[config.mk]
export PLATFORM = sky130hd
export DESIGN_NAME = aux_io_system_control_regs_flat
export DESIGN_NICKNAME = d
export VERILOG_FILES = /design/src/design/aiosc_pkg.sv /design/src/design/aiosc_if.sv /design/src/design/aiosc_regs.sv /design/src/design/aux_io_system_control_regs.sv /design/src/flat_wrapper.sv
export SDC_FILE = /design/constraint.sdc
export NUM_CORES = 1
export LEC_CHECK = 0
export ABC_CLOCK_PERIOD_IN_PS = 2900
export BUFFER_PORTS_ARGS = -buffer_cell sky130_fd_sc_hd__buf_2
export CAP_MARGIN = 25
export CORE_AREA = 2 2 94 96
export DETAILED_ROUTE_END_ITERATION = 16
export DIE_AREA = 0 0 96 98
export PLACE_DENSITY = 0.77
export SYNTH_ARGS = -nofsm -noshare
export SYNTH_HDL_FRONTEND = slang
export SYNTH_SLANG_ARGS = --single-unit
[constraint.sdc]
create_clock -name i_clk -period 2.9 [get_ports i_clk]
set_input_delay 0.29 -clock i_clk [delete_from_list [all_inputs] [get_ports i_clk]]
set_output_delay 0.29 -clock i_clk [all_outputs]
set_load 0.02 [all_outputs]
[src/design/aiosc_pkg.sv]
// ----------------------------------------------------------------------------
// aiosc_pkg: shared types and constants of the aux I/O / system-control block
// Operation and register codes, bit positions and the beat structures.
// ----------------------------------------------------------------------------
`default_nettype none

package aiosc_pkg;

    // operation codes
    localparam logic [1:0] OP_READ  = 2'd0;
    localparam logic [1:0] OP_WRITE = 2'd1;
    localparam logic [1:0] OP_PFAIL = 2'd2;

    // register select codes
    localparam logic [2:0] RG_CONTROL = 3'd0;
    localparam logic [2:0] RG_DIAG    = 3'd1;
    localparam logic [2:0] RG_MODEM   = 3'd2;
    localparam logic [2:0] RG_AUX1    = 3'd3;
    localparam logic [2:0] RG_AUX2    = 3'd4;
    localparam logic [2:0] RG_LEDS    = 3'd5;
    localparam logic [2:0] RG_SYSCTRL = 3'd6;

    // bit positions
    localparam int AUX1_TC_BIT     = 1;    // 0x02
    localparam int AUX2_PWROFF_BIT = 0;    // 0x01
    localparam int AUX2_INTCLR_BIT = 1;    // 0x02
    localparam int AUX2_PFAIL_BIT  = 5;    // 0x20
    localparam int CTL_PWRINTEN    = 3;    // 0x08
    localparam int SYS_RESET_BIT   = 0;    // 0x01
    localparam int SYS_RSTSTAT_BIT = 1;    // 0x02

    typedef struct packed {
        logic [1:0]  op;
        logic [2:0]  region;
        logic [1:0]  offset;
        logic [31:0] write_data;
        logic        pfail_level;
    } t_item;

    typedef struct packed {
        logic [15:0] read_data;
        logic        irq_level;
        logic        tc_pulse;
        logic        shutdown_request;
        logic        reset_request;
    } t_result;

endpackage

`default_nettype wire

[src/design/aiosc_if.sv]
// ----------------------------------------------------------------------------
// aiosc_in_if / aiosc_out_if: valid/ready channels of the block
// Request channel carries one access or power-fail event per beat; response
// channel carries one result per beat.
// ----------------------------------------------------------------------------
`default_nettype none

interface aiosc_in_if;
    logic        valid;
    logic        ready;
    logic [1:0]  op;
    logic [2:0]  region;
    logic [1:0]  offset;
    logic [31:0] write_data;
    logic        pfail_level;

    modport source (output valid, output op, output region, output offset,
                    output write_data, output pfail_level, input ready);
    modport sink   (input valid, input op, input region, input offset,
                    input write_data, input pfail_level, output ready);
endinterface

interface aiosc_out_if;
    logic        valid;
    logic        ready;
    logic [15:0] read_data;
    logic        irq_level;
    logic        tc_pulse;
    logic        shutdown_request;
    logic        reset_request;

    modport source (output valid, output read_data, output irq_level,
                    output tc_pulse, output shutdown_request,
                    output reset_request, input ready);
    modport sink   (input valid, input read_data, input irq_level,
                    input tc_pulse, input shutdown_request,
                    input reset_request, output ready);
endinterface

`default_nettype wire

[src/design/aiosc_regs.sv]
// ----------------------------------------------------------------------------
// aiosc_regs: register file and access decode
// Holds the control, diag, modem, aux and LED registers, applies one beat
// per accepted cycle and forms its result from the state around that beat.
// ----------------------------------------------------------------------------
`default_nettype none

module aiosc_regs
    import aiosc_pkg::*;
(
    input  wire logic    i_clk,
    input  wire logic    i_rst_n,
    input  wire logic    i_accept,
    input  wire t_item   i_item,
    output t_result      o_result
);

    logic [7:0]  r_control, n_control;
    logic [7:0]  r_diag,    n_diag;
    logic [7:0]  r_modem,   n_modem;
    logic [7:0]  r_aux1,    n_aux1;
    // aux2 only ever holds the power-off and power-fail bits
    logic        r_pwroff,  n_pwroff;
    logic        r_pwrfail, n_pwrfail;
    logic        r_rststat, n_rststat;
    logic [15:0] r_leds,    n_leds;

    logic [7:0]  aux2_view;
    logic [7:0]  sys_view;
    logic [15:0] rd;
    logic        tc, sd, rr;

    assign aux2_view = {2'b00, r_pwrfail, 4'b0000, r_pwroff};
    assign sys_view  = {6'b000000, r_rststat, 1'b0};

    always_comb begin
        n_control = r_control;
        n_diag    = r_diag;
        n_modem   = r_modem;
        n_aux1    = r_aux1;
        n_pwroff  = r_pwroff;
        n_pwrfail = r_pwrfail;
        n_rststat = r_rststat;
        n_leds    = r_leds;
        rd        = '0;
        tc        = 1'b0;
        sd        = 1'b0;
        rr        = 1'b0;
        unique case (i_item.op)
            OP_READ: begin
                unique case (i_item.region)
                    RG_CONTROL: rd = {8'h00, r_control};
                    RG_DIAG:    rd = {8'h00, r_diag};
                    RG_MODEM:   rd = {8'h00, r_modem};
                    RG_AUX1:    rd = {8'h00, r_aux1};
                    RG_AUX2:    rd = {8'h00, aux2_view};
                    RG_LEDS:    rd = (i_item.offset == 2'd0) ? r_leds : '0;
                    RG_SYSCTRL: rd = (i_item.offset == 2'd0) ? {8'h00, sys_view} : '0;
                    default:    rd = '0;
                endcase
            end
            OP_WRITE: begin
                unique case (i_item.region)
                    RG_CONTROL: n_control = i_item.write_data[7:0];
                    RG_DIAG:    n_diag    = i_item.write_data[7:0];
                    RG_MODEM:   n_modem   = i_item.write_data[7:0];
                    RG_AUX1: begin
                        // terminal count bit pulses and is never stored
                        tc     = i_item.write_data[AUX1_TC_BIT];
                        n_aux1 = i_item.write_data[7:0] & ~(8'h01 << AUX1_TC_BIT);
                    end
                    RG_AUX2: begin
                        n_pwroff = i_item.write_data[AUX2_PWROFF_BIT];
                        if (i_item.write_data[AUX2_INTCLR_BIT]) begin
                            n_pwrfail = 1'b0;
                        end
                        sd = i_item.write_data[AUX2_PWROFF_BIT];
                    end
                    RG_LEDS: begin
                        if (i_item.offset == 2'd0) begin
                            n_leds = i_item.write_data[15:0];
                        end
                    end
                    RG_SYSCTRL: begin
                        if (i_item.offset == 2'd0 && i_item.write_data[SYS_RESET_BIT]) begin
                            n_rststat = 1'b1;
                            rr        = 1'b1;
                        end
                    end
                    default: ;
                endcase
            end
            OP_PFAIL: n_pwrfail = i_item.pfail_level & r_control[CTL_PWRINTEN];
            default: ;
        endcase
    end

    assign o_result.read_data        = rd;
    assign o_result.irq_level        = n_pwrfail & n_control[CTL_PWRINTEN];
    assign o_result.tc_pulse         = tc;
    assign o_result.shutdown_request = sd;
    assign o_result.reset_request    = rr;

    always_ff @(posedge i_clk) begin
        if (!i_rst_n) begin
            r_control <= '0;
            r_diag    <= '0;
            r_modem   <= '0;
            r_aux1    <= '0;
            r_pwroff  <= 1'b0;
            r_pwrfail <= 1'b0;
            r_rststat <= 1'b0;
            r_leds    <= '0;
        end else if (i_accept) begin
            r_control <= n_control;
            r_diag    <= n_diag;
            r_modem   <= n_modem;
            r_aux1    <= n_aux1;
            r_pwroff  <= n_pwroff;
            r_pwrfail <= n_pwrfail;
            r_rststat <= n_rststat;
            r_leds    <= n_leds;
        end
    end

`ifndef SYNTH
    a_aux1_tc_clear: assert property (@(posedge i_clk) disable iff (!i_rst_n)
        !r_aux1[AUX1_TC_BIT])
        else $error("aux1 terminal count bit stored");

    a_pfail_drop: assert property (@(posedge i_clk) disable iff (!i_rst_n)
        i_accept && i_item.op == OP_PFAIL && !i_item.pfail_level |=> !r_pwrfail)
        else $error("power-fail bit kept after line went good");

    a_nonread_zero: assert property (@(posedge i_clk) disable iff (!i_rst_n)
        i_item.op != OP_READ |-> o_result.read_data == 16'h0000)
        else $error("read data on a non-read beat");
`endif

endmodule

`default_nettype wire

[src/design/aux_io_system_control_regs.sv]
// ----------------------------------------------------------------------------
// aux_io_system_control_regs: auxiliary I/O and system-control registers
// Top level: request/response channels around the register file, with an
// output register and a skid stage on the response side.
// ----------------------------------------------------------------------------
// Usage:
//   i_req carries one beat per bus read, bus write or power-fail line event.
//   o_rsp returns exactly one beat per request: read data (zero for
//   non-reads), the power-fail interrupt level after the request, and
//   single-beat terminal count, shutdown and reset request flags.
//   Response: each result is registered in the output register, or in
//   the skid stage while that is held. Throughput: one request per cycle
//   while i_req.ready is high; back-to-back accesses to the same register
//   see each other's effect, as each accepted request updates the file.
//   Stall: when o_rsp.ready is low the response holds in the output
//   register and one more request is taken into the skid stage; i_req.ready
//   drops only while the skid stage is full.
//   Reset (synchronous, active low): all registers, the LED word and the
//   reset status clear to zero and both response stages empty.
// ----------------------------------------------------------------------------
`default_nettype none

module aux_io_system_control_regs
    import aiosc_pkg::*;
(
    input  wire logic    i_clk,
    input  wire logic    i_rst_n,
    aiosc_in_if.sink     i_req,
    aiosc_out_if.source  o_rsp
);

    t_item   item;
    t_result result;
    logic    accept;
    logic    pop;

    t_result r_out;
    logic    r_out_valid;
    t_result r_skid;
    logic    r_skid_valid;

    assign item.op          = i_req.op;
    assign item.region      = i_req.region;
    assign item.offset      = i_req.offset;
    assign item.write_data  = i_req.write_data;
    assign item.pfail_level = i_req.pfail_level;

    assign i_req.ready = !r_skid_valid;
    assign accept      = i_req.valid && !r_skid_valid;
    assign pop         = r_out_valid && o_rsp.ready;

    aiosc_regs u_regs (
        .i_clk    (i_clk),
        .i_rst_n  (i_rst_n),
        .i_accept (accept),
        .i_item   (item),
        .o_result (result)
    );

    always_ff @(posedge i_clk) begin
        if (!i_rst_n) begin
            r_out_valid  <= 1'b0;
            r_skid_valid <= 1'b0;
        end else begin
            if (pop) begin
                if (r_skid_valid) begin
                    // advance the skid beat; no accept while it is full
                    r_out        <= r_skid;
                    r_skid_valid <= 1'b0;
                end else begin
                    r_out_valid <= accept;
                    r_out       <= result;
                end
            end else if (!r_out_valid) begin
                r_out_valid <= accept;
                r_out       <= result;
            end else if (accept) begin
                // hold the output beat, park the new one
                r_skid       <= result;
                r_skid_valid <= 1'b1;
            end
        end
    end

    assign o_rsp.valid            = r_out_valid;
    assign o_rsp.read_data        = r_out.read_data;
    assign o_rsp.irq_level        = r_out.irq_level;
    assign o_rsp.tc_pulse         = r_out.tc_pulse;
    assign o_rsp.shutdown_request = r_out.shutdown_request;
    assign o_rsp.reset_request    = r_out.reset_request;

`ifndef SYNTH
    a_skid_needs_out: assert property (@(posedge i_clk) disable iff (!i_rst_n)
        r_skid_valid |-> r_out_valid)
        else $error("skid stage full with output register empty");

    a_accept_shows: assert property (@(posedge i_clk) disable iff (!i_rst_n)
        accept |=> r_out_valid)
        else $error("accepted request produced no response");

    a_skid_drains: assert property (@(posedge i_clk) disable iff (!i_rst_n)
        r_skid_valid && o_rsp.ready |=> !r_skid_valid)
        else $error("skid stage did not drain on pop");
`endif

endmodule

`default_nettype wire
[src/flat_wrapper.sv]
// flat-port wrapper written by rule: the top's interface ports become plain ports
module aux_io_system_control_regs_flat import aiosc_pkg::*;
  (i_clk, i_rst_n, i_req_valid, i_req_op, i_req_region, i_req_offset, i_req_write_data, i_req_pfail_level, i_req_ready, o_rsp_valid, o_rsp_read_data, o_rsp_irq_level, o_rsp_tc_pulse, o_rsp_shutdown_request, o_rsp_reset_request, o_rsp_ready);
  aiosc_in_if i_req_i ();
  aiosc_out_if o_rsp_i ();
  input  wire logic i_clk;
  input  wire logic i_rst_n;
  input wire logic [$bits(i_req_i.valid)-1:0] i_req_valid;
  input wire logic [$bits(i_req_i.op)-1:0] i_req_op;
  input wire logic [$bits(i_req_i.region)-1:0] i_req_region;
  input wire logic [$bits(i_req_i.offset)-1:0] i_req_offset;
  input wire logic [$bits(i_req_i.write_data)-1:0] i_req_write_data;
  input wire logic [$bits(i_req_i.pfail_level)-1:0] i_req_pfail_level;
  output wire logic [$bits(i_req_i.ready)-1:0] i_req_ready;
  output wire logic [$bits(o_rsp_i.valid)-1:0] o_rsp_valid;
  output wire logic [$bits(o_rsp_i.read_data)-1:0] o_rsp_read_data;
  output wire logic [$bits(o_rsp_i.irq_level)-1:0] o_rsp_irq_level;
  output wire logic [$bits(o_rsp_i.tc_pulse)-1:0] o_rsp_tc_pulse;
  output wire logic [$bits(o_rsp_i.shutdown_request)-1:0] o_rsp_shutdown_request;
  output wire logic [$bits(o_rsp_i.reset_request)-1:0] o_rsp_reset_request;
  input wire logic [$bits(o_rsp_i.ready)-1:0] o_rsp_ready;
  assign i_req_i.valid = i_req_valid;
  assign i_req_i.op = i_req_op;
  assign i_req_i.region = i_req_region;
  assign i_req_i.offset = i_req_offset;
  assign i_req_i.write_data = i_req_write_data;
  assign i_req_i.pfail_level = i_req_pfail_level;
  assign i_req_ready = i_req_i.ready;
  assign o_rsp_valid = o_rsp_i.valid;
  assign o_rsp_read_data = o_rsp_i.read_data;
  assign o_rsp_irq_level = o_rsp_i.irq_level;
  assign o_rsp_tc_pulse = o_rsp_i.tc_pulse;
  assign o_rsp_shutdown_request = o_rsp_i.shutdown_request;
  assign o_rsp_reset_request = o_rsp_i.reset_request;
  assign o_rsp_i.ready = o_rsp_ready;
  aux_io_system_control_regs u_core (.i_clk(i_clk), .i_rst_n(i_rst_n), .i_req(i_req_i), .o_rsp(o_rsp_i));
endmodule
# Yosys cells after proc, flatten, opt, wreduce, memory -nomap -nowiden
# Index checks and enable logic that the tools add are counted.
# word_totals
elab_cells	75
inputBits	44
regBits	92
# classes
eq_ne	10
bitwise	4
n_reduce_logical	18
mux	22
# ops
operator	count
$pmux 16 s7	1
$mux 20	3
$mux 16	2
$reduce_and 3->1	5
$mux 1	12
$reduce_and 4->1	3
$eq 3x3->1 const B	3
$mux 4	2
$eq 3x2->1 const B	2
$logic_not 2->1	2
$reduce_and 2->1	2
$eq 3x1->1 const B	1
$logic_and 1x1->1	3
$logic_not 3->1	1
$and 1x1->1	2
$eq 2x1->1 const B	1
$eq 2x2->1 const B	1
$mux 2	1
$ne 2x1->1 const B	1
$ne 2x2->1 const B	1
$not 1->1	2
$pmux 1 s2	1
$reduce_or 2->1	1
$logic_not 1->1	1

# Logic depth before layout (Yosys ltp)
# Gate-level depths: netlist (run 1).
# depth
ltp_word	7
mapped_depth	8
ltp_nobuf	6

# Hierarchy
# A second synthesis (run 1) with hierarchy kept.
# unflattened
hier_cells	399
area_unflattened_um2	4285.4
# modules_own_cells
module	area_per_inst_um2	instances	cells_each
aiosc_regs	2648.8	1	323
aux_io_system_control_regs	1636.6	1	76

# Worst setup path after synthesis (run 1)
# OpenSTA, ideal clock, no wires.
# synth_timing
path_type	input to register
from	input i_rst_n
to	register u_core.r_out (netlist bit u_core.o_rsp.irq_level) (enable)
path_buffers	1
path_stages	2
t_required_ps	2472
slack_ps	443
arrival_ps	2029
cell_sequence	clkbuf_1 > a21boi_0
# synth_via
elab_chain_cells	1
# synth_rtl
item	line	text
start: declaration	flat_wrapper.sv:7	input wire logic i_rst_n;
$reduce_and 2->1 (no source line)	--	
end signal: assignment	aux_io_system_control_regs.sv:68	r_out <= r_skid;
end signal: assignment	aux_io_system_control_regs.sv:72	r_out <= result;
end signal: assignment	aux_io_system_control_regs.sv:76	r_out <= result;
end: declaration	aux_io_system_control_regs.sv:37	t_result r_out;
# Every way passes these cells.
# A chain may end at the register's enable or synchronous reset.

# Worst setup path in the final report (run 1)
# layout_timing
from	register u_core.r_skid_valid
to	register u_core.u_regs.r_leds[10]
# layout_via
elab_chain_cells	3
# layout_rtl
item	line	text
start: declaration	aux_io_system_control_regs.sv:40	logic r_skid_valid;
start signal: assignment	aux_io_system_control_regs.sv:63	r_skid_valid <= 1'b0;
start signal: assignment	aux_io_system_control_regs.sv:69	r_skid_valid <= 1'b0;
start signal: assignment	aux_io_system_control_regs.sv:80	r_skid_valid <= 1'b1;
$logic_not 1->1	aux_io_system_control_regs.sv:49	assign accept = i_req.valid && !r_skid_valid;
$logic_and 1x1->1	aux_io_system_control_regs.sv:49	
$reduce_and 4->1 (no source line)	--	
end signal: assignment	aiosc_regs.sv:122	r_leds <= n_leds;
end: declaration	aiosc_regs.sv:26	logic [15:0] r_leds, n_leds;
# Every way passes these cells.

==> reports/results.ini, run 1 <==
[outcome]
outcome=complete, no violations

[setup_path]
required_ns=3.16
cp-start-kind=register
reg2reg_depth=4
crit_buf_inv=0
r2r-start=u_core.r_skid_valid$_SDFFE_PP0P_
cp-end-kind=register
path_class=register to register
crit_family=simple AND/OR/NAND/NOR gates
crit-reg2reg-capture=u_core.u_regs.r_leds[10]$_SDFFE_PN0P_
ff2ff_setup_slack_ns=0.94
crit_path_top_delay_cell=nand4_1
critPathArrivalTime_ns=2.22
cp_slowest_stage_delay_ns=0.65
crit_chain=nor2b_1 -> nand4_1 -> nand2_1 -> a21boi_0
cp_max_fo=16

[finish]
area_growth_pct=12.5
finalNetCount=465
layout-drive-gt1-share_pct=24.1
n_antenna_cell=0
finish.utilization_pct=54.6

[floorplan]
initial_core_util_pct=48.5
coreArea_sq_um=8470
die_w_um=96
rows=34
die_h_um=98
num_io_pins=66
dieArea_sq_um=9410

[min_path]
hold_path.class=input pin to register
holdPathEnd=u_core.u_regs.r_leds[15]$_SDFFE_PN0P_
hold_depth=3
hp-start=i_req_write_data[15]

[power_and_ir_drop]
power_frac_clock_pct=34.9
p_sw_mw=0.612
power_frac_comb_pct=7.1
leakagePower_nw=1.71
switching_share_pct=25.8
p_total_mw=2.38
ir_drop_v=0.000264
p_per_area_nw_per_um2=514
seqPwrFrac_pct=58.0
intPower_mw=1.76

[synthesis]
synthArstFlopShare_pct=0
yosysWarnings=0
syn_area_sq_um=4110
synth_fp_nets=421
synth-seq-cells=92
syn_avg_cell_area_sq_um=11.0
yosys.area.top_type=edfxtp_1
ys_types=47
netlist.area_leader.share_pct=29.2
synth_edf_count=40
netlist_instances=374
seq_area_frac_synth_pct=54.6
synth_area_leaders=edfxtp_1 (29%), dfxtp_1 (25%), nand2_1 (6.0%)
synth_flop_cell=dfxtp_1

[timing]
rsz0062_at_grt=no
max_slew_margin_pct=54.1
setup_ws_ns=0.943
fin_crit_sh_pct=67.5
hold_violations=0
hold_ws_ns=0.147
tightest_slew_ns=0.686
finClkSkew_ns=0.0113
drv_slew=0
timing.fmax_mhz=511
fin_crit_ns=1.96
setup_violations=0
tns_ns=0

[drt]
drc=0
drtAntennaViolNets=0
wire_per_inst_um=15.4
routed_via_density=5.49
drt_iter0_drc=192
vias=2915
drt_wl_total_mm=8.18
dr.pass1.iters=4

[clock_tree]
htreeDepth=3
holdBufCountCts=0
path_clk_slew_ns=0.10
cts_resized=0
postCtsSetupBuffers=0
cts_tree=yes
cts_root_buffer=clkbuf_8
clk_path_buf_depth=2
numCtsBuffers=9
clkSinkCount=92
clock_latency_ns=0.37

[global_routing]
grt_max_degree=48
grt_antenna_before_repair=0
overflow=0
grt_usage_pct=18.6
grt_pass1_wl_mm=13.8
grt_pass1_vias=2826

[place]
routabilityCongestion=0.826
place_ws_ns=0.869
detailed_place_hpwl_mm=5.72
numPortBuffers=49

[flow_run]
maxCapViolCount=0

-- flip-flops by register name, indices dropped and copies added, names as in the netlist --
name,cells
u_core.r_skid,20
u_core.u_regs.r_diag,8
u_core.u_regs.r_aux1,7
u_core.o_rsp.read_data,16
u_core.u_regs.r_pwroff,1
u_core.o_rsp.reset_request,1
u_core.u_regs.r_pwrfail,1
u_core.o_rsp.tc_pulse,1
u_core.u_regs.r_leds,16
u_core.u_regs.r_rststat,1
u_core.o_rsp.shutdown_request,1
u_core.u_regs.r_control,8
u_core.r_skid_valid,1
u_core.o_rsp.valid,1
u_core.u_regs.r_modem,8
u_core.o_rsp.irq_level,1
-- layer usage --
layer / up-vias / global-route usage, % / part of all wire (%)
li1: 1416 / - / -
met1: 1406 / 25.1 / 46
met2: 79 / 29.5 / 48
met4: 0 / 7.25 / 1.7
met3: 14 / 3.63 / 4.6
met5: - / 0 / 0
-- stage by stage --
stage	cell area [sq um]	std cells
global placement	4430	515
floorplan	4110	374
finish	4620	531
detailed placement	4430	515
CTS	4620	531
global route	4620	531
-- power groups by stage --
| stage | registers, mW | clock network, mW | logic, mW |
|---|---|---|---|
| floorplan | 1.43 | 0 | 0.0829 |
| global placement | 1.41 | 0 | 0.165 |
| detailed placement | 1.41 | 0 | 0.169 |
| CTS | 1.38 | 0.843 | 0.170 |
| global route | 1.38 | 0.893 | 0.184 |
| finish | 1.38 | 0.829 | 0.170 |
-- worst min-delay path: stages --
cell and delay (ns):
buf_2 0.10, nand2_1 0.05, a21boi_1 0.05
-- worst max-delay path by stage --
stage                                startpoint                               endpoint  cells after the start
2_1_floorplan                           i_rst_n       u_core.o_rsp.irq_level$_DFFE_PP_                      2
6_report       u_core.r_skid_valid$_SDFFE_PP0P_  u_core.u_regs.r_leds[10]$_SDFFE_PN0P_                      4
3_5_place_dp                    i_req_region[1]  u_core.u_regs.r_leds[10]$_SDFFE_PN0P_                      5
3_3_place_gp                    i_req_region[1]    u_core.o_rsp.read_data[7]$_DFFE_PP_                      4
5_1_grt        u_core.r_skid_valid$_SDFFE_PP0P_   u_core.u_regs.r_leds[0]$_SDFFE_PN0P_                      4
4_1_cts        u_core.r_skid_valid$_SDFFE_PP0P_  u_core.u_regs.r_leds[10]$_SDFFE_PN0P_                      4
-- synthesized netlist by cell type (3+ instances only) --
| library cell | instances |
|---|---|
| a22oi_1 | 6 |
| and3_1 | 4 |
| dfxtp_1 | 52 |
| o21ai_0 | 11 |
| a21boi_0 | 31 |
| nor2b_1 | 20 |
| inv_1 | 8 |
| and4_1 | 4 |
| mux2i_1 | 19 |
| a21boi_1 | 4 |
| buf_2 | 8 |
| nand3_1 | 22 |
| clkbuf_1 | 10 |
| mux4_1 | 3 |
| nor2_1 | 12 |
| ha_1 | 3 |
| edfxtp_1 | 40 |
| nand2_1 | 66 |
| and2_2 | 8 |
| mux2_2 | 11 |
-- cell usage in the layout, fill, tap and decap left out, types with 2 or more instances in the layout --
| cell | netlist | final |
|---|---|---|
| buf_2 | 8 | 49 |
| inv_8 | 0 | 2 |
| nor2_1 | 12 | 12 |
| a21oi_1 | 2 | 2 |
| mux4_1 | 3 | 3 |
| and4_1 | 4 | 4 |
| nand3_1 | 22 | 22 |
| mux4_2 | 2 | 2 |
| o21a_1 | 2 | 2 |
| ha_1 | 3 | 3 |
| clkbuf_8 | 0 | 9 |
| inv_6 | 0 | 3 |
| nor2b_1 | 20 | 20 |
| mux2i_1 | 19 | 19 |
| a21boi_1 | 4 | 4 |
| and3_1 | 4 | 4 |
| and2_2 | 8 | 8 |
| mux2_2 | 11 | 11 |
| a22oi_1 | 6 | 6 |
| dfxtp_1 | 52 | 52 |
| inv_1 | 8 | 8 |
| o21ai_0 | 11 | 11 |
| buf_4 | 2 | 7 |
| edfxtp_1 | 40 | 40 |
| a21boi_0 | 31 | 30 |
| nand2_1 | 66 | 66 |
-- area by class of cell --
| class | instances | area, sq um |
|---|---|---|
| fill | 742 | 3840 |
| sequential | 92 | 2240 |
| multi-input combinational | 251 | 1730 |
| timing repair buffer | 56 | 298 |
| tap | 108 | 135 |
| clock buffer | 9 | 124 |
| clock inverter | 7 | 65.1 |
| inverter | 8 | 30.0 |
-- logic make-up after synthesis --
logic type / Yosys count / synth area share, %
simple gates: 150 / 19.3
flops: 92 / 54.6
compound gates: 63 / 10.9
mux: 35 / 10.7
buf+inv: 31 / 3.62
fa+ha+maj: 3 / 0.914
Power figures use the tool's default switching activity.
==> run 2, diff against run 1 <==
- ABC_CLOCK_PERIOD_IN_PS: 2900 -> 1610
- PLACE_DENSITY: 0.77 -> 0.8
- clock period: 2.9 -> 1.61 ns (I/O delays scaled with it)
==> reports/results.ini, run 2 (synthesis results as in run 1) <==
[clock_tree]
htreeDepth=3  ; unchanged
postCtsSetupBuffers=0  ; unchanged
clk_path_buf_depth=2  ; unchanged
numCtsBuffers=9  ; unchanged
holdBufCountCts=0  ; unchanged
clock_latency_ns=0.38  ; was 0.37 ns
cts_root_buffer=clkbuf_8  ; unchanged
clkSinkCount=92  ; unchanged
cts_tree=yes  ; unchanged
cts_resized=0  ; unchanged
path_clk_slew_ns=0.11  ; was 0.10 ns

[finish]
layoutNonFillerInstCount=554  ; was 531
fillCellCount=699  ; was 742
layout-drive-gt1-share_pct=28.3  ; was 24.1%
finish.utilization_pct=57.1  ; was 54.6%
top_register=u_core.r_skid  ; unchanged
layout_common_cells=nand2_1 (66), dfxtp_1 (52), buf_2 (49)  ; unchanged
area_growth_pct=17.8  ; was 12.5%
finalNetCount=488  ; was 465
final_common_cell=nand2_1  ; unchanged
final_area_sq_um=4840  ; was 4620 sq um
n_antenna_cell=0  ; unchanged
largest_reg_flops=20  ; unchanged

[global_routing]
grt_pass1_vias=2827  ; was 2,826
overflow=0  ; unchanged
grt_max_degree=52  ; was 48
grt_usage_pct=19.0  ; was 18.6%
grt_antenna_before_repair=0  ; unchanged
grt_pass1_wl_mm=13.8  ; about the same

[min_path]
holdPathEnd=u_core.u_regs.r_leds[13]$_SDFFE_PN0P_  ; was u_core.u_regs.r_leds[15]$_SDFFE_PN0P_
hp-start=i_req_write_data[13]  ; was i_req_write_data[15]
hold_path.class=input pin to register  ; unchanged
hold_depth=3  ; unchanged

[setup_path]
crit_buf_inv=2  ; was 0
cp-end-kind=register  ; unchanged
critPathArrivalTime_ns=1.63  ; was 2.22 ns
reg2reg_depth=4  ; unchanged
cp_max_fo=22  ; was 16
required_ns=1.74  ; was 3.16 ns
path_class=register to register  ; unchanged
crit-reg2reg-capture=u_core.o_rsp.read_data[10]$_DFFE_PP_  ; was u_core.u_regs.r_leds[10]$_SDFFE_PN0P_
cp-start-kind=register  ; unchanged
crit_path_top_delay_cell=dfxtp_1  ; was nand4_1
crit_chain=inv_1 -> nor2_1 -> buf_12 -> mux2_2  ; was nor2b_1 -> nand4_1 -> nand2_1 -> a21boi_0
r2r-start=u_core.r_skid_valid$_SDFFE_PP0P_  ; unchanged
cp_slowest_stage_delay_ns=0.42  ; was 0.65 ns
ff2ff_setup_slack_ns=0.11  ; was 0.94 ns
crit_family=flip-flops  ; was simple AND/OR/NAND/NOR gates

[floorplan]
initial_core_util_pct=48.5  ; unchanged
rows=34  ; unchanged
coreArea_sq_um=8470  ; unchanged
die_w_um=96  ; unchanged
num_io_pins=66  ; unchanged
dieArea_sq_um=9410  ; unchanged
die_h_um=98  ; unchanged

[power_and_ir_drop]
ir_drop_v=0.000630  ; was 0.000264 V
p_sw_mw=1.13  ; was 0.612 mW
leakagePower_nw=1.83  ; was 1.71 nW
intPower_mw=3.20  ; was 1.76 mW
power_frac_comb_pct=7.9  ; was 7.1%
p_per_area_nw_per_um2=896  ; was 514 nW/um^2
seqPwrFrac_pct=57.2  ; was 58.0%
power_frac_clock_pct=34.9  ; about the same
switching_share_pct=26.1  ; was 25.8%

[timing]
max_slew_margin_pct=68.8  ; was 54.1%
finClkSkew_ns=0.0102  ; was 0.0113 ns
rsz0062_at_grt=no  ; unchanged
hold_violations=0  ; unchanged
fin_crit_sh_pct=93.4  ; was 67.5%
setup_violations=0  ; unchanged
tightest_slew_ns=0.465  ; was 0.686 ns
timing.fmax_mhz=665  ; was 511 MHz
tns_ns=0  ; unchanged
fin_crit_ns=1.50  ; was 1.96 ns
drv_slew=0  ; unchanged

[drt]
drt_wl_total_mm=8.25  ; was 8.18 mm
routed_via_density=5.33  ; was 5.49
wire_per_inst_um=14.9  ; was 15.4 um
drc=0  ; unchanged
dr.pass1.iters=4  ; unchanged
drtAntennaViolNets=0  ; unchanged
vias=2953  ; was 2,915
drt_iter0_drc=176  ; was 192

[place]
placed_area_sq_um=4640  ; was 4430 sq um
dpl.cell_count=538  ; was 515
detailed_place_hpwl_mm=5.83  ; was 5.72 mm
numPortBuffers=49  ; unchanged
routabilityCongestion=0.799  ; was 0.826

[outcome]
outcome=complete, no violations  ; unchanged

[flow_run]
maxCapViolCount=0  ; unchanged

-- run 2: worst max-delay path by stage --
stage	slack [ns]	end	depth (start not counted)	from
2_1_floorplan	0.01	u_core.o_rsp.irq_level$_DFFE_PP_	4	u_core.o_rsp.valid$_SDFFE_PN0P_
3_3_place_gp	-0.14	u_core.u_regs.r_aux1[6]$_SDFFE_PN0P_	7	i_req_region[1]
3_5_place_dp	-0.21	u_core.o_rsp.read_data[13]$_DFFE_PP_	7	i_req_op[0]
4_1_cts	0.10	u_core.o_rsp.read_data[10]$_DFFE_PP_	4	u_core.r_skid_valid$_SDFFE_PP0P_
5_1_grt	0.02	u_core.o_rsp.read_data[10]$_DFFE_PP_	4	u_core.r_skid_valid$_SDFFE_PP0P_
6_report	0.11	u_core.o_rsp.read_data[10]$_DFFE_PP_	4	u_core.r_skid_valid$_SDFFE_PP0P_
-- run 2: area by class of cell --
type	count	area [sq um]	share of cell area, %
Multi-Input combinational cell	251	1730	35.7
Inverter	8	30.0	0.621
Timing Repair Buffer	79	508	10.5
Sequential cell	92	2240	46.4
Clock buffer	9	124	2.56
Tap cell	108	135	2.79
Clock inverter	7	70.1	1.45
-- run 2: power by group through the flow --
stage	sequential, mW	combinational, mW	clock [mW]
global route	2.48	0.370	1.63
CTS	2.48	0.341	1.53
finish	2.48	0.341	1.51
detailed placement	2.53	0.340	0
floorplan	2.57	0.151	0
global placement	2.53	0.332	0
-- run 2: through the flow --
step / total power, mW / hold slack, ns / setup WS [ns]
2_1_floorplan: 2.72 / 0.296 / 0.0119
3_3_place_gp: 2.86 / 0.403 / -0.139
3_5_place_dp: 2.87 / 0.415 / -0.214
4_1_cts: 4.35 / 0.00359 / 0.102
5_1_grt: 4.48 / 0.00657 / 0.0237
6_report: 4.33 / 0.0105 / 0.107
-- run 2: worst min-delay path, delay by kind of cell --
kind	cells	cell delay, ns
buffers and inverters	1	0.09
AO/OA/AOI/OAI	1	0.05
AND/OR/NAND/NOR	1	0.04
-- run 2: routing by layer --
| metal | vias to the layer above | wire [um] | global-route usage, % |
|---|---|---|---|
| met2 | 74 | 3860 | 28.5 |
| met1 | 1407 | 3770 | 26.5 |
| li1 | 1463 | - | - |
| met3 | 9 | 459 | 3.63 |
| met5 | - | 0 | 0 |
| met4 | 0 | 153 | 8.90 |
==> run 3, diff against run 2 <==
- CORE_AREA: 2 2 94 96 -> 8 8 100 102
- DIE_AREA: 0 0 96 98 -> 0 0 108 110
- PLACE_DENSITY: 0.8 -> 0.7
==> reports/results.ini, run 3 (synthesis results as in run 1) <==
[floorplan]
die_w_um=108  ; was 96 um
die_h_um=110  ; was 98 um
num_io_pins=66  ; unchanged
coreArea_sq_um=8470  ; unchanged
dieArea_sq_um=11900  ; was 9410 sq um
rows=34  ; unchanged
initial_core_util_pct=48.5  ; unchanged

[power_and_ir_drop]
power_frac_comb_pct=8.0  ; was 7.9%
ir_drop_v=0.000430  ; was 0.000630 V
p_per_area_nw_per_um2=892  ; was 896 nW/um^2
power_frac_clock_pct=34.5  ; was 34.9%
p_sw_mw=1.11  ; was 1.13 mW
p_total_mw=4.31  ; was 4.33 mW
switching_share_pct=25.7  ; was 26.1%
intPower_mw=3.21  ; was 3.20 mW
leakagePower_nw=1.84  ; was 1.83 nW
seqPwrFrac_pct=57.5  ; was 57.2%

[finish]
top_register=u_core.r_skid  ; unchanged
finalNetCount=488  ; unchanged
layout-drive-gt1-share_pct=28.7  ; was 28.3%
final_area_sq_um=4840  ; unchanged
n_antenna_cell=0  ; unchanged
fillCellCount=743  ; was 699
area_growth_pct=17.8  ; unchanged
layout_common_cells=nand2_1 (64), dfxtp_1 (52), buf_2 (49)  ; was nand2_1 (66), dfxtp_1 (52), buf_2 (49)
final_common_cell=nand2_1  ; unchanged
largest_reg_flops=20  ; unchanged

[place]
numPortBuffers=49  ; unchanged
place_ws_ns=-0.301  ; was -0.214 ns
routabilityCongestion=0.834  ; was 0.799
placed_area_sq_um=4640  ; unchanged
detailed_place_hpwl_mm=6.26  ; was 5.83 mm

[timing]
finClkSkew_ns=0.0119  ; was 0.0102 ns
max_slew_margin_pct=66.7  ; was 68.8%
drv_slew=0  ; unchanged
fin_crit_sh_pct=94.6  ; was 93.4%
fin_crit_ns=1.52  ; was 1.50 ns
tightest_slew_ns=0.499  ; was 0.465 ns
timing.fmax_mhz=656  ; was 665 MHz
setup_violations=0  ; unchanged
hold_violations=0  ; unchanged
setup_ws_ns=0.0862  ; was 0.107 ns
hold_ws_ns=0.0158  ; was 0.0105 ns
rsz0062_at_grt=no  ; unchanged

[clock_tree]
path_clk_slew_ns=0.11  ; about the same
htreeDepth=3  ; unchanged
clk_path_buf_depth=2  ; unchanged
clock_latency_ns=0.37  ; was 0.38 ns
cts_resized=0  ; unchanged
cts_tree=yes  ; unchanged
holdBufCountCts=0  ; unchanged
numCtsBuffers=9  ; unchanged
postCtsSetupBuffers=0  ; unchanged
cts_root_buffer=clkbuf_8  ; unchanged
clkSinkCount=92  ; unchanged

[setup_path]
setup.worst_path.end=u_core.u_regs.r_aux1[0]$_SDFFE_PN0P_  ; was u_core.o_rsp.read_data[10]$_DFFE_PP_
cp-end-kind=register  ; unchanged
path_class=input pin to register  ; was register to register
critPathArrivalTime_ns=1.79  ; was 1.63 ns
worstSetupStartpoint=i_req_region[1]  ; was u_core.r_skid_valid$_SDFFE_PP0P_
reg2reg_depth=3  ; was 4
r2r-start=u_core.u_regs.r_modem[2]$_SDFFE_PN0P_  ; was u_core.r_skid_valid$_SDFFE_PP0P_
crit_chain=buf_2 -> buf_4 -> nor2b_1 -> and4_1 -> buf_4 -> mux2i_1 -> nor2b_1  ; was inv_1 -> nor2_1 -> buf_12 -> mux2_2
crit-reg2reg-capture=u_core.o_rsp.read_data[2]$_DFFE_PP_  ; was u_core.o_rsp.read_data[10]$_DFFE_PP_
cp_slowest_stage_delay_ns=0.35  ; was 0.42 ns
ff2ff_setup_slack_ns=0.11  ; about the same
cp-start-kind=input pin  ; was register
cp_max_fo=15  ; was 22
required_ns=1.88  ; was 1.74 ns
crit_path_top_delay_cell=buf_2  ; was dfxtp_1

[global_routing]
grt_pass1_vias=2856  ; was 2,827
grt_max_degree=53  ; was 52
grt_usage_pct=15.3  ; was 19.0%
overflow=0  ; unchanged
grt_pass1_wl_mm=14.2  ; was 13.8 mm
grt_antenna_before_repair=0  ; unchanged

[outcome]
outcome=complete, no violations  ; unchanged

[drt]
wire_per_inst_um=15.8  ; was 14.9 um
routed_via_density=5.31  ; was 5.33
drtAntennaViolNets=0  ; unchanged
dr.pass1.iters=4  ; unchanged
drt_wl_total_mm=8.77  ; was 8.25 mm
drc=0  ; unchanged
vias=2942  ; was 2,953
drt_iter0_drc=160  ; was 176

[flow_run]
maxCapViolCount=0  ; unchanged

[min_path]
hold_path.class=input pin to register  ; unchanged
hold_depth=3  ; unchanged

-- run 3: cell type report --
cell class | instances | area (sq um) | share of cell area [%]
sequential | 92 | 2240 | 46.4
multi-input combinational | 251 | 1730 | 35.8
timing repair buffer | 79 | 508 | 10.5
tap | 108 | 135 | 2.79
clock buffer | 9 | 124 | 2.56
clock inverter | 7 | 65.1 | 1.35
inverter | 8 | 30.0 | 0.621
-- run 3: critical path: cells and delay by family --
family / cells / cell delay [ns]
simple gates: 3 / 0.67
mux: 1 / 0.20
buf+inv: 3 / 0.75
-- run 3: power groups by stage --
stage	clock, mW	sequential, mW	combinational, mW
after floorplan	0	2.57	0.151
after global placement	0	2.53	0.343
after detailed placement	0	2.53	0.347
after CTS	1.52	2.48	0.347
after global routing	1.63	2.48	0.373
final	1.49	2.48	0.346
-- run 3: worst min path at each step --
stage	startpoint	end	slack, ns
final	i_req_write_data[14]	u_core.u_regs.r_leds[14]$_SDFFE_PN0P_	0.02
after global routing	i_req_write_data[13]	u_core.u_regs.r_leds[13]$_SDFFE_PN0P_	0.02
after CTS	i_req_write_data[14]	u_core.u_regs.r_leds[14]$_SDFFE_PN0P_	0.01
after detailed placement	i_req_write_data[13]	u_core.u_regs.r_leds[13]$_SDFFE_PN0P_	0.41
after global placement	i_req_write_data[13]	u_core.u_regs.r_leds[13]$_SDFFE_PN0P_	0.40
after floorplan	i_req_write_data[12]	u_core.u_regs.r_leds[12]$_SDFFE_PN0P_	0.30
-- run 3: metrics by stage --
step           instances  utilization (%)  setup TNS (ns)
2_1_floorplan        374                -               0
3_3_place_gp         538             54.8           -7.77
3_5_place_dp         538             54.8           -8.93
4_1_cts              554             57.1               0
5_1_grt              554             57.1               0
6_report             554             57.1               0
-- run 3: layer usage --
metal	track usage (%)	vias to the layer above	share of wire (%)
met5	0	-	0
met4	6.74	0	1.0
met3	4.36	10	6.8
met2	24.1	72	47
met1	19.2	1394	45
li1	-	1466	-
